File: config.mk
export PLATFORM = sky130hd
export DESIGN_NAME = csv_response_field_splitter
export DESIGN_NICKNAME = d
export VERILOG_FILES = /design/src/hw/rtl/csvfs_pkg.sv /design/src/hw/rtl/csv_response_field_splitter.sv
export VERILOG_INCLUDE_DIRS = /design/src /design/src/hw/rtl
export SDC_FILE = /design/constraint.sdc
export NUM_CORES = 1
export LEC_CHECK = 0
export ABC_CLOCK_PERIOD_IN_PS = 12290
export BUFFER_PORTS_ARGS = -buffer_cell sky130_fd_sc_hd__buf_2
export CAP_MARGIN = 20
export CORE_ASPECT_RATIO = 0.9
export CORE_UTILIZATION = 30
export CTS_BUF_LIST = sky130_fd_sc_hd__clkbuf_4 sky130_fd_sc_hd__clkbuf_8 sky130_fd_sc_hd__clkbuf_16
export DETAILED_ROUTE_END_ITERATION = 8
export GPL_TIMING_DRIVEN = 0
export HOLD_SLACK_MARGIN = 0.15
export PLACE_DENSITY_LB_ADDON = 0.3
export SYNTH_ARGS = -nofsm -noshare
export SYNTH_HDL_FRONTEND = slang
export SYNTH_SLANG_ARGS = --single-unit
File: constraint.sdc
create_clock -name clk -period 12.29 [get_ports clk]
set_clock_uncertainty 0.1 [all_clocks]
set_input_delay 2.458 -clock clk [delete_from_list [all_inputs] [get_ports clk]]
set_output_delay 2.458 -clock clk [all_outputs]
set_load 0.03 [all_outputs]
File: src/hw/rtl/csv_response_field_splitter_defines.svh
// assertion macros for the csv response field splitter
// expects clk and rst in the scope of the including module
`ifndef CSV_RESPONSE_FIELD_SPLITTER_DEFINES_SVH
`define CSV_RESPONSE_FIELD_SPLITTER_DEFINES_SVH

// condition must never hold outside reset
`define CSVFS_ASSERT_NEVER(label, cond, msg) \
  label: assert property (@(posedge clk) disable iff (rst) !(cond)) else $error(msg);

// consequent must hold in the same cycle as the antecedent
`define CSVFS_ASSERT_SAME(label, ante, cons, msg) \
  label: assert property (@(posedge clk) disable iff (rst) (ante) |-> (cons)) else $error(msg);

// consequent must hold in the cycle after the antecedent
`define CSVFS_ASSERT_NEXT(label, ante, cons, msg) \
  label: assert property (@(posedge clk) disable iff (rst) (ante) |=> (cons)) else $error(msg);

`endif

File: src/hw/rtl/csvfs_pkg.sv
// types, codes and character constants for the csv response field splitter
// no dependencies
`timescale 1ns / 1ps

package csvfs_pkg;

  // characters
  localparam logic [7:0] CH_COMMA = 8'h2C;
  localparam logic [7:0] CH_QUERY = 8'h3F;
  localparam logic [7:0] CH_SPACE = 8'h20;
  localparam logic [7:0] CH_TAB   = 8'h09;
  localparam logic [7:0] CH_LF    = 8'h0A;
  localparam logic [7:0] CH_CR    = 8'h0D;
  localparam logic [7:0] CH_FF    = 8'h0C;
  localparam logic [7:0] CH_VT    = 8'h0B;

  // result kinds
  localparam logic [1:0] KIND_PREFIX = 2'd0;
  localparam logic [1:0] KIND_FIELD  = 2'd1;
  localparam logic [1:0] KIND_STATUS = 2'd2;

  // status codes
  localparam logic [2:0] ERR_NONE      = 3'd0;
  localparam logic [2:0] ERR_PARSE     = 3'd1;
  localparam logic [2:0] ERR_TOO_MANY  = 3'd2;
  localparam logic [2:0] ERR_EMPTY_TAIL = 3'd3;
  localparam logic [2:0] ERR_PREFIX    = 3'd4;
  localparam logic [2:0] ERR_TOO_LONG  = 3'd5;

  // configuration register indexes
  localparam logic [1:0] REG_PARSE_MODE  = 2'd0;
  localparam logic [1:0] REG_MAX_FIELDS  = 2'd1;
  localparam logic [1:0] REG_EXP_PREFIX  = 2'd2;
  localparam logic [1:0] REG_EXP_PFX_LEN = 2'd3;

  localparam logic [1:0] MODE_PLAIN = 2'd0;

  typedef enum logic [1:0] {
    PH_BEFORE = 2'd0,
    PH_PREFIX = 2'd1,
    PH_TAIL   = 2'd2,
    PH_FIELDS = 2'd3
  } phase_t;

  typedef struct packed {
    logic [7:0] data_byte;
    logic       last_byte;
  } in_item_t;

  typedef struct packed {
    logic [1:0] item_kind;
    logic [4:0] field_index;
    logic [7:0] field_offset;
    logic [7:0] field_length;
    logic [2:0] status;
    logic       last;
  } out_item_t;

  function automatic logic is_ws(input logic [7:0] b);
    return (b == CH_SPACE) || (b == CH_TAB) || (b == CH_LF) ||
           (b == CH_CR) || (b == CH_FF) || (b == CH_VT);
  endfunction

  function automatic out_item_t make_item(input logic [1:0] kind, input logic [4:0] idx,
                                          input logic [7:0] off, input logic [7:0] len,
                                          input logic [2:0] st, input logic lst);
    out_item_t r;
    r.item_kind    = kind;
    r.field_index  = idx;
    r.field_offset = off;
    r.field_length = len;
    r.status       = st;
    r.last         = lst;
    return r;
  endfunction

endpackage

File: src/hw/rtl/csv_response_field_splitter.sv
// csv response field splitter: top level, single module
// depends on csvfs_pkg and csv_response_field_splitter_defines.svh
`timescale 1ns / 1ps

// Splits one response line, one byte per transaction, into comma separated
// fields with leading and trailing whitespace trimmed, and reports each field
// (and in query modes the prefix before the first comma) as an offset and a
// length, followed by one status transaction that closes the line. Each byte
// passes an input register, then a single pass of parse logic that writes up
// to three results into a three-slot result register; the results leave one
// per cycle in order while result_ready is high. A byte is taken every cycle
// as long as each byte gives at most one result and result_ready is high; a
// byte that gives more results holds the input until all but the last have
// left, since the result slots drain at one transaction per cycle.
// Configuration is written through the cfg channel, which is always ready,
// and must only change while no line is in flight.
module csv_response_field_splitter #(
  parameter int MAX_LINE     = 256,
  parameter int MAX_FIELDS   = 16,
  parameter int PREFIX_BYTES = 8
) (
  input  logic                 clk,
  input  logic                 rst,
  // byte stream
  input  logic                 byte_valid,
  output logic                 byte_ready,
  input  csvfs_pkg::in_item_t  byte_data,
  // result stream
  output logic                 result_valid,
  input  logic                 result_ready,
  output csvfs_pkg::out_item_t result_data,
  // configuration writes
  input  logic                 cfg_valid,
  output logic                 cfg_ready,
  input  logic [1:0]           cfg_index,
  input  logic [63:0]          cfg_data
);

  import csvfs_pkg::*;

  `include "csv_response_field_splitter_defines.svh"

  // position counters must hold MAX_LINE itself
  localparam int POS_W = $clog2(MAX_LINE + 1);
  localparam int FC_W  = $clog2(MAX_FIELDS + 1);
  localparam int CAP_W = (FC_W > 5) ? FC_W : 5;
  localparam int PFX_W = 8 * PREFIX_BYTES;

  // configuration registers
  logic [1:0]  parse_mode;
  logic [4:0]  max_fields;
  logic [63:0] expected_prefix;
  logic [3:0]  expected_prefix_length;

  // input register
  logic     in_q_valid;
  in_item_t in_q;

  // line state
  logic [POS_W-1:0] byte_position,       byte_position_next;
  logic [POS_W-1:0] field_start,         field_start_next;
  logic [POS_W-1:0] first_text_position, first_text_position_next;
  logic [POS_W-1:0] text_end_position,   text_end_position_next;
  logic             segment_has_text,    segment_has_text_next;
  logic [FC_W-1:0]  fields_seen,         fields_seen_next;
  phase_t           line_phase,          line_phase_next;
  logic [2:0]       error_code,          error_code_next;
  logic [PFX_W-1:0] prefix_bytes,        prefix_bytes_next;

  // result slots: process result, end-of-line span, status
  out_item_t  slot      [3];
  out_item_t  slot_next [3];
  logic [2:0] slot_valid, slot_valid_next;

  logic             advance;
  logic             bundle_free;
  logic             pop;
  logic [CAP_W-1:0] field_cap;
  logic [CAP_W-1:0] max_fields_ext;
  logic [POS_W-1:0] exp_len;
  logic             field_step;
  logic             ws;
  logic [7:0]       b;

  // prefix compare: length and the bytes inside that length
  function automatic logic prefix_bad(input logic [POS_W-1:0] len,
                                      input logic [PFX_W-1:0] got,
                                      input logic [63:0] want,
                                      input logic [POS_W-1:0] want_len);
    logic bad;
    bad = (len != want_len);
    for (int k = 0; k < PREFIX_BYTES; k++) begin
      if ((POS_W'(k) < len) && (got[8*k +: 8] != want[8*k +: 8])) begin
        bad = 1'b1;
      end
    end
    return bad;
  endfunction

  assign cfg_ready = 1'b1;

  always_ff @(posedge clk) begin
    if (rst) begin
      parse_mode             <= MODE_PLAIN;
      max_fields             <= 5'd16;
      expected_prefix        <= '0;
      expected_prefix_length <= '0;
    end else if (cfg_valid) begin
      case (cfg_index)
        REG_PARSE_MODE:  parse_mode             <= cfg_data[1:0];
        REG_MAX_FIELDS:  max_fields             <= cfg_data[4:0];
        REG_EXP_PREFIX:  expected_prefix        <= cfg_data;
        REG_EXP_PFX_LEN: expected_prefix_length <= cfg_data[3:0];
        default: ;
      endcase
    end
  end

  // zero acts as one, anything above the build limit as the limit
  assign max_fields_ext = CAP_W'(max_fields);
  assign field_cap = (max_fields_ext == '0) ? CAP_W'(1) :
                     ((max_fields_ext > CAP_W'(MAX_FIELDS)) ? CAP_W'(MAX_FIELDS)
                                                             : max_fields_ext);
  assign exp_len = (expected_prefix_length > 4'(PREFIX_BYTES)) ? POS_W'(PREFIX_BYTES)
                                                               : POS_W'(expected_prefix_length);

  // slots can be reloaded once none is left, or at most one result is left and it leaves now
  assign pop         = result_valid && result_ready;
  assign bundle_free = (slot_valid == 3'b000) ||
                       (pop && ((slot_valid & (slot_valid - 3'b001)) == 3'b000));
  assign advance     = in_q_valid && bundle_free;
  assign byte_ready  = !in_q_valid || advance;

  always_ff @(posedge clk) begin
    if (rst) begin
      in_q_valid <= 1'b0;
    end else if (byte_valid && byte_ready) begin
      in_q_valid <= 1'b1;
    end else if (advance) begin
      in_q_valid <= 1'b0;
    end
  end

  always_ff @(posedge clk) begin
    if (byte_valid && byte_ready) begin
      in_q <= byte_data;
    end
  end

  assign b  = in_q.data_byte;
  assign ws = is_ws(in_q.data_byte);

  // one pass over the byte: field parse first, then end-of-line handling
  always_comb begin
    byte_position_next       = byte_position;
    field_start_next         = field_start;
    first_text_position_next = first_text_position;
    text_end_position_next   = text_end_position;
    segment_has_text_next    = segment_has_text;
    fields_seen_next         = fields_seen;
    line_phase_next          = line_phase;
    error_code_next          = error_code;
    prefix_bytes_next        = prefix_bytes;
    slot_valid_next          = 3'b000;
    field_step               = 1'b0;
    for (int s = 0; s < 3; s++) begin
      slot_next[s] = '0;
    end

    if (error_code_next == ERR_NONE) begin
      if (byte_position < POS_W'(MAX_LINE)) begin
        case (line_phase)
          PH_BEFORE: begin
            if (!ws) begin
              if (parse_mode != MODE_PLAIN) begin
                if (b != CH_QUERY) begin
                  error_code_next = ERR_PARSE;
                end else begin
                  line_phase_next          = PH_PREFIX;
                  first_text_position_next = byte_position;
                  text_end_position_next   = byte_position + POS_W'(1);
                  prefix_bytes_next        = PFX_W'(b);
                end
              end else begin
                line_phase_next = PH_FIELDS;
                field_step      = 1'b1;
              end
            end
          end
          PH_PREFIX: begin
            if (b == CH_COMMA) begin
              slot_next[0] = make_item(KIND_PREFIX, 5'd0, 8'(first_text_position),
                                       8'(POS_W'(text_end_position - first_text_position)),
                                       ERR_NONE, 1'b0);
              slot_valid_next[0] = 1'b1;
              if (parse_mode[1] &&
                  prefix_bad(POS_W'(text_end_position - first_text_position),
                             prefix_bytes, expected_prefix, exp_len)) begin
                error_code_next = ERR_PREFIX;
              end
              line_phase_next  = PH_TAIL;
              field_start_next = byte_position + POS_W'(1);
            end else begin
              if (!ws) begin
                text_end_position_next = byte_position + POS_W'(1);
              end
              // byte lane write, only the first PREFIX_BYTES bytes are kept
              for (int k = 0; k < PREFIX_BYTES; k++) begin
                if (POS_W'(byte_position - first_text_position) == POS_W'(k)) begin
                  prefix_bytes_next[8*k +: 8] = b;
                end
              end
            end
          end
          PH_TAIL: begin
            if (!ws) begin
              line_phase_next = PH_FIELDS;
              field_step      = 1'b1;
            end
          end
          default: field_step = 1'b1;
        endcase

        if (field_step) begin
          if (b == CH_COMMA) begin
            if (CAP_W'(fields_seen_next) >= field_cap) begin
              error_code_next = ERR_TOO_MANY;
            end else begin
              slot_next[0] = segment_has_text_next ?
                make_item(KIND_FIELD, 5'(fields_seen_next), 8'(first_text_position_next),
                          8'(POS_W'(text_end_position_next - first_text_position_next)),
                          ERR_NONE, 1'b0) :
                make_item(KIND_FIELD, 5'(fields_seen_next), 8'(byte_position), 8'd0,
                          ERR_NONE, 1'b0);
              slot_valid_next[0]    = 1'b1;
              fields_seen_next      = fields_seen_next + FC_W'(1);
              segment_has_text_next = 1'b0;
            end
            field_start_next = byte_position + POS_W'(1);
          end else if (!ws) begin
            if (!segment_has_text_next) begin
              first_text_position_next = byte_position;
              segment_has_text_next    = 1'b1;
            end
            text_end_position_next = byte_position + POS_W'(1);
          end
        end
      end else begin
        error_code_next = ERR_TOO_LONG;
      end
    end

    if (byte_position < POS_W'(MAX_LINE)) begin
      byte_position_next = byte_position + POS_W'(1);
    end

    if (in_q.last_byte) begin
      if (error_code_next == ERR_NONE) begin
        case (line_phase_next)
          PH_BEFORE: error_code_next = ERR_PARSE;
          PH_PREFIX: begin
            slot_next[1] = make_item(KIND_PREFIX, 5'd0, 8'(first_text_position_next),
                           8'(POS_W'(text_end_position_next - first_text_position_next)),
                           ERR_NONE, 1'b0);
            slot_valid_next[1] = 1'b1;
            if (parse_mode[1] &&
                prefix_bad(POS_W'(text_end_position_next - first_text_position_next),
                           prefix_bytes_next, expected_prefix, exp_len)) begin
              error_code_next = ERR_PREFIX;
            end
          end
          PH_TAIL: error_code_next = ERR_EMPTY_TAIL;
          default: begin
            // the line end closes the last field
            if (CAP_W'(fields_seen_next) >= field_cap) begin
              error_code_next = ERR_TOO_MANY;
            end else begin
              slot_next[1] = segment_has_text_next ?
                make_item(KIND_FIELD, 5'(fields_seen_next), 8'(first_text_position_next),
                          8'(POS_W'(text_end_position_next - first_text_position_next)),
                          ERR_NONE, 1'b0) :
                make_item(KIND_FIELD, 5'(fields_seen_next), 8'(field_start_next), 8'd0,
                          ERR_NONE, 1'b0);
              slot_valid_next[1] = 1'b1;
              fields_seen_next   = fields_seen_next + FC_W'(1);
            end
          end
        endcase
      end
      slot_next[2] = make_item(KIND_STATUS, 5'(fields_seen_next), 8'd0, 8'd0,
                               error_code_next, 1'b1);
      slot_valid_next[2] = 1'b1;

      // line state back to its reset values
      byte_position_next       = '0;
      field_start_next         = '0;
      first_text_position_next = '0;
      text_end_position_next   = '0;
      segment_has_text_next    = 1'b0;
      fields_seen_next         = '0;
      line_phase_next          = PH_BEFORE;
      error_code_next          = ERR_NONE;
      prefix_bytes_next        = '0;
    end
  end

  always_ff @(posedge clk) begin
    if (rst) begin
      byte_position       <= '0;
      field_start         <= '0;
      first_text_position <= '0;
      text_end_position   <= '0;
      segment_has_text    <= 1'b0;
      fields_seen         <= '0;
      line_phase          <= PH_BEFORE;
      error_code          <= ERR_NONE;
      prefix_bytes        <= '0;
    end else if (advance) begin
      byte_position       <= byte_position_next;
      field_start         <= field_start_next;
      first_text_position <= first_text_position_next;
      text_end_position   <= text_end_position_next;
      segment_has_text    <= segment_has_text_next;
      fields_seen         <= fields_seen_next;
      line_phase          <= line_phase_next;
      error_code          <= error_code_next;
      prefix_bytes        <= prefix_bytes_next;
    end
  end

  // result slots: reload on advance, otherwise retire the lowest valid slot
  always_ff @(posedge clk) begin
    if (rst) begin
      slot_valid <= 3'b000;
    end else if (advance) begin
      slot_valid <= slot_valid_next;
    end else if (pop) begin
      slot_valid <= slot_valid & (slot_valid - 3'b001);
    end
  end

  always_ff @(posedge clk) begin
    if (advance) begin
      for (int s = 0; s < 3; s++) begin
        slot[s] <= slot_next[s];
      end
    end
  end

  assign result_valid = |slot_valid;
  assign result_data  = slot_valid[0] ? slot[0] :
                        (slot_valid[1] ? slot[1] : slot[2]);

  // status sits only in the last slot and goes out after every span
  `CSVFS_ASSERT_SAME(a_status_goes_last, result_valid && result_data.last, slot_valid == 3'b100, "status transaction not last")
  `CSVFS_ASSERT_NEVER(a_pos_in_range, byte_position > POS_W'(MAX_LINE), "byte position beyond line limit")
  `CSVFS_ASSERT_NEVER(a_fields_in_range, fields_seen > FC_W'(MAX_FIELDS), "field count beyond limit")
  `CSVFS_ASSERT_NEXT(a_line_cleared, advance && in_q.last_byte, (byte_position == '0) && (line_phase == PH_BEFORE) && (error_code == ERR_NONE), "line state not cleared after line end")
  `CSVFS_ASSERT_NEXT(a_error_sticky, (error_code != ERR_NONE) && !(advance && in_q.last_byte), error_code == $past(error_code), "error changed within a line")

endmodule

# Word level (Yosys, flattened, before mapping)
# Memories as Yosys holds them, arrays and structs flattened.
# Index checks and enable logic that the tools add are counted.
[totals] register_bits=199 ram_bits=81 input_bits=80 out_inout_bits=30 word_cells=299 n_memories=1
[op_classes] n_addsub=8 order_cmp=21 eq_ne=40 muxes=157 n_bitwise=1 reduce_logical=53
[memory_table] name="slot" words=3 width=27 read_ports=3 rd_ports_with_merged_regs=0 write_ports=3 line="csv_response_field_splitter.sv:71" rtl="out_item_t slot [3];"
[ops] cell="$mux 64" n=7
[ops] cell="$mux 9" n=35
[ops] cell="$mux 27" n=6
[ops] cell="$ne 8x8->1" n=16
[ops] cell="$pmux 64 s2" n=1
[ops] cell="$mux 20" n=4
[ops] cell="$mux 26" n=3
[ops] cell="$lt 3x9->1 const A" n=8
[ops] cell="$mux 8" n=8
[ops] cell="$mux 5" n=11
[ops] cell="$mux 53" n=1
[ops] cell="$pmux 26 s2" n=1
[ops] cell="$mux 1" n=48
[ops] cell="$mux 3" n=16
[ops] cell="$eq 8x4->1 const B" n=5
[ops] cell="$eq 9x3->1 const B" n=4
[ops] cell="$lt 1x9->1 const A" n=4
[ops] cell="$lt 2x9->1 const A" n=4
[ops] cell="$sub 9x9->9" n=3
[ops] cell="$logic_and 1x1->1" n=22
[ops] cell="$eq 9x2->1 const B" n=2
[ops] cell="$mux 2" n=9
[ops] cell="$ne 9x4->1" n=2
[ops] cell="$pmux 9 s2" n=1
[ops] cell="other kinds (31)" n=59

# Longest topological paths before layout
# Gate-level depths: netlist (run 1).
[logic_depth] word_depth=35 depth_mapped=25 ltp_nobuf=24

# Worst setup path before layout (run 1)
# OpenSTA, ideal clock, no wires.
[synth_path] path_kind="input to output" start="input port result_ready" end="output port byte_ready" arrival_ns=3.326 t_required_ns=9.732 slack_ns=6.406 cell_stages=5 path_buffers=0 path_cell_list="inv_1 -> maj3_1 -> o22ai_1 -> inv_1 -> nand2_1"
[synth_via] elab_chain_cells=5
[synth_rtl] element="start: declaration" line="csv_response_field_splitter.sv:30" rtl="input logic result_ready,"
[synth_rtl] element="$logic_and 1x1->1" line="csv_response_field_splitter.sv:128" rtl="assign pop = result_valid && result_ready;"
[synth_rtl] element="$logic_and 1x1->1" line="csv_response_field_splitter.sv:130" rtl="(pop && ((slot_valid & (slot_valid - 3'b001)) == 3'b000));"
[synth_rtl] element="$logic_or 1x1->1" line="csv_response_field_splitter.sv:129" rtl="assign bundle_free = (slot_valid == 3'b000) ||"
[synth_rtl] element="$logic_and 1x1->1" line="csv_response_field_splitter.sv:131" rtl="assign advance = in_q_valid && bundle_free;"
[synth_rtl] element="$logic_or 1x1->1" line="csv_response_field_splitter.sv:132" rtl="assign byte_ready = !in_q_valid || advance;"
[synth_rtl] element="end: declaration" line="csv_response_field_splitter.sv:26" rtl="output logic byte_ready,"
# No other way between the ends.

==> flow_metrics.tcl, run 1 <==
set metrics [dict create \
    status "finished clean" \
    core_area_um2 54400 \
    period_share_pct 60.3 \
    post_route_cells_drive_above_1_share_pct 9.51 \
    instances_no_fill 2956 \
    num-fill-cells 5712 \
    viasPerCell 5.82 \
    start_kind "flip-flop" \
    dp_hpwl_um 50600 \
    crit_arrival_ns 7.58 \
    num_vias 17200 \
    ys_ff_latch 251 \
    crit_chain "buf_1 -> and3_1 -> nand4_1 -> nor2_1 -> buf_4 -> o21ai_0 -> buf_1 -> mux2i_1 -> ha_1 -> nor2b_1 -> o21ai_0 -> a21boi_0 -> o21ai_0 -> a21oi_1 -> xor2_1 -> nand4b_1 -> nor4_1 -> a31oi_1 -> a2111oi_2 -> a31oi_1" \
    die_area_um2 56100 \
    die_y_um 225 \
    crit_top_cell "o21ai_0" \
    finalSetupViolCount 0 \
    hp-start "field_start[0]" \
    first_pass_iters 6 \
    max_stage_delay_ns 0.85 \
    overflow 0 \
    max_freq_ghz 0.135 \
    yosys_warnings 0 \
    synth_common_cells "nor2_1 (252), nand2_1 (235), dfxtp_1 (189)" \
    rsz0062_at_grt "no" \
    wire_per_inst_um 22.6 \
    hold_buffers 0 \
    worst-path-max-fanout 10 \
    power.density_nw_per_um2 111 \
    leakage_nw 6.99 \
    cts_setup_buffers 0 \
    routed_wl_um 66900 \
    yosysMostFrequentCell "nor2_1" \
    postSynthCellCount 2085 \
    drv_cap 0 \
    yosys_most_used_dff "dfxtp_1" \
    numPortBuffers 107 \
    synth_edf_count 62 \
    r2r-start "b[0]" \
    whs_endpoint "field_start[0]" \
    critPathRequiredTime_ns 12.45 \
    cts_root_buf "clkbuf_16" \
    reg2reg_slack_ns 4.88 \
    relSlewSlack_pct 20.3 \
    post_cts_resized 0 \
    r2r-end "slot[0][57]" \
    clockBufferDepth 3 \
    synthesis.area_um2 16500 \
    n_antenna_cell 0 \
    tightestPinTransition_ns 1.19 \
    clk_latency_ns 0.59 \
    r2r_cells 20 \
    finalSetupTns_ns 0 \
    final_antenna_net_count 0 \
    dr.first_iter.drc_count 1990 \
    cts_sinks 251 \
    cts_tree "yes" \
    syn_area_per_cell_um2 7.93 \
    hp-class "flip-flop to flip-flop" \
    synth_fp_nets 2214 \
    cts_max_level 1 \
    cts_buffers 28 \
    initial_core_util_pct 30.4 \
    slew_viol_final 0 \
    cp_slowest_cell "nor4_1" \
    synth_top_area_cell "dfxtp_1" \
    synth_area_leaders "dfxtp_1 (23%), edfxtp_1 (11%), nor2_1 (5.7%)" \
    placed_cells 2903 \
    cp-end-kind "flip-flop" \
    drcViolationCount 0 \
    path_buf_inv 3 \
    ioPinCount 110 \
    yosysSeqAreaShare_pct 34.1 \
    yosysTopAreaCellShare_pct 22.9 \
    antenna_found_initial 2 \
    hold_violations 0 \
    async_flop_share_pct 0 \
    grt_pass1_wl_um 100000 \
    synth.distinct_cells 90 \
    period_needed_ns 7.41 \
    clk_pin_slew_ns 0.07 \
    row_count 81 \
    areaGrowthSynthToFinish_pct 14.8 \
    max-vdd-ir-drop_uv 104 \
    hold_path_depth 2 \
    grt_pass1_vias 16100 \
    fin_nets 2358 \
    die_w_um 249 \
    path_class "flip-flop to flip-flop" \
    grt_max_degree 63 \
    critical_path.top_delay_family "simple AND/OR/NAND/NOR gates" \
    place_congestion 0.969 \
    grt_usage_pct 23.3 \
]
==> kinds of logic (layout without fill, tap and decap cells) <==
group	after synthesis	in the layout	synth area share (%)
other	1	1	0.0227
DFF	251	251	34.1
adders and majority gates	50	50	3.95
and+or+nand+nor	794	794	22.5
xor gates and xnor gates	102	102	5.40
buffers and inverters	215	381	5.08
muxes	67	67	4.18
AOI/OAI and AO/OA	605	605	24.7
==> power breakdown <==
group          switching (W)  internal, W  leakage, nW  total [W]
Sequential         0.0000211     0.000867         2.11   0.000888
Combinational       0.000217    0.0000972         4.40   0.000315
Clock               0.000378     0.000522        0.478   0.000901
==> cell usage in the layout, fill, tap and decap left out, types with 16 or more instances in the layout <==
cell	Yosys	layout
buf_2	5	114
and3_1	26	26
a22o_1	32	32
mux2_2	16	16
o21ai_0	81	81
dfxtp_1	189	189
mux2i_1	51	51
a211oi_1	16	16
nor2_1	252	251
clkbuf_16	0	28
xnor2_1	48	48
edfxtp_1	62	62
nand3_1	39	39
nor2b_1	30	30
clkbuf_1	108	107
nor4_1	24	24
a31oi_1	19	19
ha_1	45	45
nand4_1	25	25
a21oi_1	174	174
nor3_1	68	68
xor2_1	54	54
o22ai_1	40	40
nand2_1	235	235
a22oi_1	85	85
nand2b_1	25	25
inv_1	86	86
a21o_1	19	19
==> worst register-to-register path: stages, from the launching register on <==
cell and delay (ns):
edfxtp_1 0.40, buf_1 0.75, and3_1 0.33, nand4_1 0.27, nor2_1 0.35, buf_4 0.28
o21ai_0 0.13, buf_1 0.40, mux2i_1 0.62, ha_1 0.35, nor2b_1 0.13, o21ai_0 0.20
a21boi_0 0.17, o21ai_0 0.26, a21oi_1 0.12, xor2_1 0.16, nand4b_1 0.36, nor4_1 0.85
a31oi_1 0.23, a2111oi_2 0.38, a31oi_1 0.26
==> area by class of cell <==
cell class	instances	area (um^2)	area share [%]
multi-input cells	1619	10100	53.0
clock buffers	34	752	3.96
inverters	87	327	1.72
clock inverters	18	215	1.13
repair buffers	114	587	3.09
flip-flops and latches	251	5650	29.7
plain buffers	128	517	2.72
well taps	705	882	4.65
==> per-stage QoR <==
step | hold slack [ns] | util [%] | area, um^2 | power (W) | worst slack [ns]
floorplan | 0.324 | - | 16500 | 0.00109 | 6.41
global route | 0.380 | 34.9 | 19000 | 0.00217 | 4.75
finish | 0.356 | 34.9 | 19000 | 0.00210 | 4.88
detailed placement | 0.345 | 33.1 | 18000 | 0.00121 | 5.32
CTS | 0.354 | 34.9 | 19000 | 0.00211 | 5.30
global placement | 0.340 | 33.0 | 18000 | 0.00121 | 4.84
==> sequential cells by signal, summed over array words and instances (netlist names), 8 cells and up <==
register / cells
expected_prefix: 64
prefix_bytes: 64
slot: 53
byte_position: 9
first_text_position: 9
text_end_position: 9
b: 8
field_start: 8
==> routing by layer <==
metal  up-vias  global-route usage [%]  part of all wire [%]
li1       7909                       -                     -
met1      8194                    31.4                    43
met2       930                    36.2                    43
met3       167                    4.91                   9.6
met4         0                    9.06                   4.2
met5         -                       0                     0
==> worst max-delay path by stage <==
| stage | from | endpoint | slack, ns | cells after the start |
|---|---|---|---|---|
| 2_1_floorplan | result_ready | byte_ready | 6.41 | 5 |
| 3_3_place_gp | b[0] | slot[0][57] | 4.84 | 19 |
| 3_5_place_dp | b[0] | slot[0][57] | 5.32 | 24 |
| 4_1_cts | b[0] | slot[0][57] | 5.30 | 24 |
| 5_1_grt | b[0] | slot[0][57] | 4.75 | 24 |
| 6_report | b[0] | slot[0][57] | 4.88 | 20 |
(Power assumes the default switching activity.)
==> run 2, diff against run 1 <==
--- a/config.mk
+++ b/config.mk
@@ -6,7 +6,7 @@
 export SDC_FILE = /design/constraint.sdc
 export NUM_CORES = 1
 export LEC_CHECK = 0
-export ABC_CLOCK_PERIOD_IN_PS = 12290
+export ABC_CLOCK_PERIOD_IN_PS = 7200
 export BUFFER_PORTS_ARGS = -buffer_cell sky130_fd_sc_hd__buf_2
 export CAP_MARGIN = 20
 export CORE_ASPECT_RATIO = 0.9
==> constraint.sdc (replaced) <==
create_clock -name clk -period 7.2 [get_ports clk]
set_clock_uncertainty 0.1 [all_clocks]
set_input_delay 1.44 -clock clk [delete_from_list [all_inputs] [get_ports clk]]
set_output_delay 1.44 -clock clk [all_outputs]
set_load 0.03 [all_outputs]
==> flow_metrics.tcl, run 2 (synthesized netlist as in run 1, its figures left out) <==
set metrics [dict create \
    status "finished clean" \
    ioPinCount 110 \
    critical_path.top_delay_family "simple AND/OR/NAND/NOR gates" \
    fin_util_pct 34.9 \
    grt_pass1_wl_um 100000 \
    finalSetupTns_ns 0 \
    period_needed_ns 6.94 \
    n_antenna_cell 0 \
    first_pass_iters 6 \
    cts_sinks 251 \
    clockBufferDepth 3 \
    crit_arrival_ns 7.11 \
    core_area_um2 54400 \
    cp_slowest_cell "clkbuf_1" \
    layout_commonest_cell "nor2_1" \
    routed_wl_um 66900 \
    cts_max_level 1 \
    tightestPinTransition_ns 1.19 \
    slew_viol_final 0 \
    areaGrowthSynthToFinish_pct 14.9 \
    total_power_w 0.00360 \
    wire_per_inst_um 22.6 \
    overflow 0 \
    worst-path-max-fanout 10 \
    antenna_found_initial 2 \
    design_area_um2 19000 \
    reg.largest.list "expected_prefix: 64 flops, prefix_bytes: 64 flops, slot: 53 flops" \
    path_buf_inv 3 \
    grt_max_degree 63 \
    hold_violations 0 \
    reg2reg_slack_ns 0.26 \
    layout_common_cells "nor2_1 (251), nand2_1 (235), dfxtp_1 (189), a21oi_1 (174), buf_2 (114)" \
    num_vias 17200 \
    r2r-end "slot[0][57]" \
    finalSetupViolCount 0 \
    whs_endpoint "field_start[0]" \
    grt_usage_pct 23.3 \
    viasPerCell 5.80 \
    clk_latency_ns 0.59 \
    die_area_um2 56100 \
    post_route_cells_drive_above_1_share_pct 9.68 \
    drv_cap 0 \
    path_class "flip-flop to flip-flop" \
    grt_pass1_vias 16100 \
    hold_buffers 0 \
    hp-class "flip-flop to flip-flop" \
    row_count 81 \
    final_antenna_net_count 0 \
    critPathRequiredTime_ns 7.37 \
    placed_area_um2 18000 \
    max_stage_delay_ns 0.66 \
    crit_top_cell "o21ai_0" \
    clk_pin_slew_ns 0.06 \
    hp-start "field_start[0]" \
    dr.first_iter.drc_count 1946 \
    setup_slack_ns 0.259 \
    die_y_um 225 \
    period_share_pct 96.4 \
    max-vdd-ir-drop_uv 177 \
    r2r-start "b[4]" \
    place_ws_ns 0.233 \
    drcViolationCount 0 \
    power.density_nw_per_um2 189 \
    cts_setup_buffers 0 \
    cts_root_buf "clkbuf_16" \
    dp_hpwl_um 50600 \
    cts_buffers 28 \
    die_w_um 249 \
    post_cts_resized 0 \
    r2r_cells 20 \
    cts_tree "yes" \
    cp-end-kind "flip-flop" \
    start_kind "flip-flop" \
    relSlewSlack_pct 20.2 \
    hold_path_depth 2 \
    crit_chain "clkbuf_1 -> and3_1 -> nand4_1 -> nor2_1 -> buf_4 -> o21ai_0 -> clkbuf_2 -> mux2i_1 -> ha_1 -> nor2b_1 -> o21ai_0 -> a21boi_0 -> o21ai_0 -> a21oi_1 -> xor2_1 -> nand4b_1 -> nor4_2 -> a31oi_1 -> a2111oi_2 -> a31oi_1" \
    initial_core_util_pct 30.4 \
    max_freq_ghz 0.144 \
    fin_nets 2358 \
    rsz0062_at_grt "no" \
    place_congestion 0.969 \
    numPortBuffers 107 \
    leakage_nw 7.00 \
]
[run 2: cell count changes in the layout (fill, tap and decap cells not counted)]
cell      previous run  this run
nor4_2               2         3
nor3_1              68        67
nor4_1              24        23
buf_1               10         8
clkbuf_2             0         2
nor3_2               0         1
[run 2: routing by layer]
layer  track usage [%]  routed length (um)  vias up  share of wire (%)
li1                  -                   -     7911                  -
met1              31.4               29100     8164                 43
met2              36.2               28800      913                 43
met3              4.91                6340      169                9.5
met4              9.06                2740        0                4.1
met5                 0                   0        -                  0
[run 2: worst max-delay path by stage]
stage | start | end | depth (start not counted)
after CTS | b[0] | slot[0][57] | 24
after global routing | b[3] | slot[0][57] | 24
after global placement | b[0] | slot[0][57] | 19
final | b[4] | slot[0][57] | 20
after detailed placement | b[0] | slot[0][57] | 24
after floorplan | b[0] | slot[0][57] | 24
[run 2: power breakdown]
part | switching, W | internal [W]
clock | 0.000647 | 0.000892
combinational | 0.000373 | 0.000167
sequential | 0.0000361 | 0.00148
[run 2: cell type report]
| class | count | area (um^2) |
|---|---|---|
| timing repair buffer | 114 | 587 |
| buffer | 128 | 519 |
| tap | 705 | 882 |
| clock buffer | 34 | 752 |
| inverter | 87 | 327 |
| multi-input combinational | 1619 | 10100 |
| fill | 5710 | 35400 |
| clock inverter | 18 | 215 |
| sequential | 251 | 5650 |
[run 2: through the flow]
| stage | hold slack (ns) | cells |
|---|---|---|
| after floorplan | 0.324 | 2085 |
| after global placement | 0.340 | 2897 |
| after detailed placement | 0.345 | 2903 |
| after CTS | 0.354 | 2955 |
| after global routing | 0.380 | 2956 |
| final | 0.354 | 2956 |
[run 2: tightest hold or removal path: stages (launching register included)]
cell	delay (ns)
dfxtp_1	0.31
nand2_1	0.05
a21oi_1	0.05
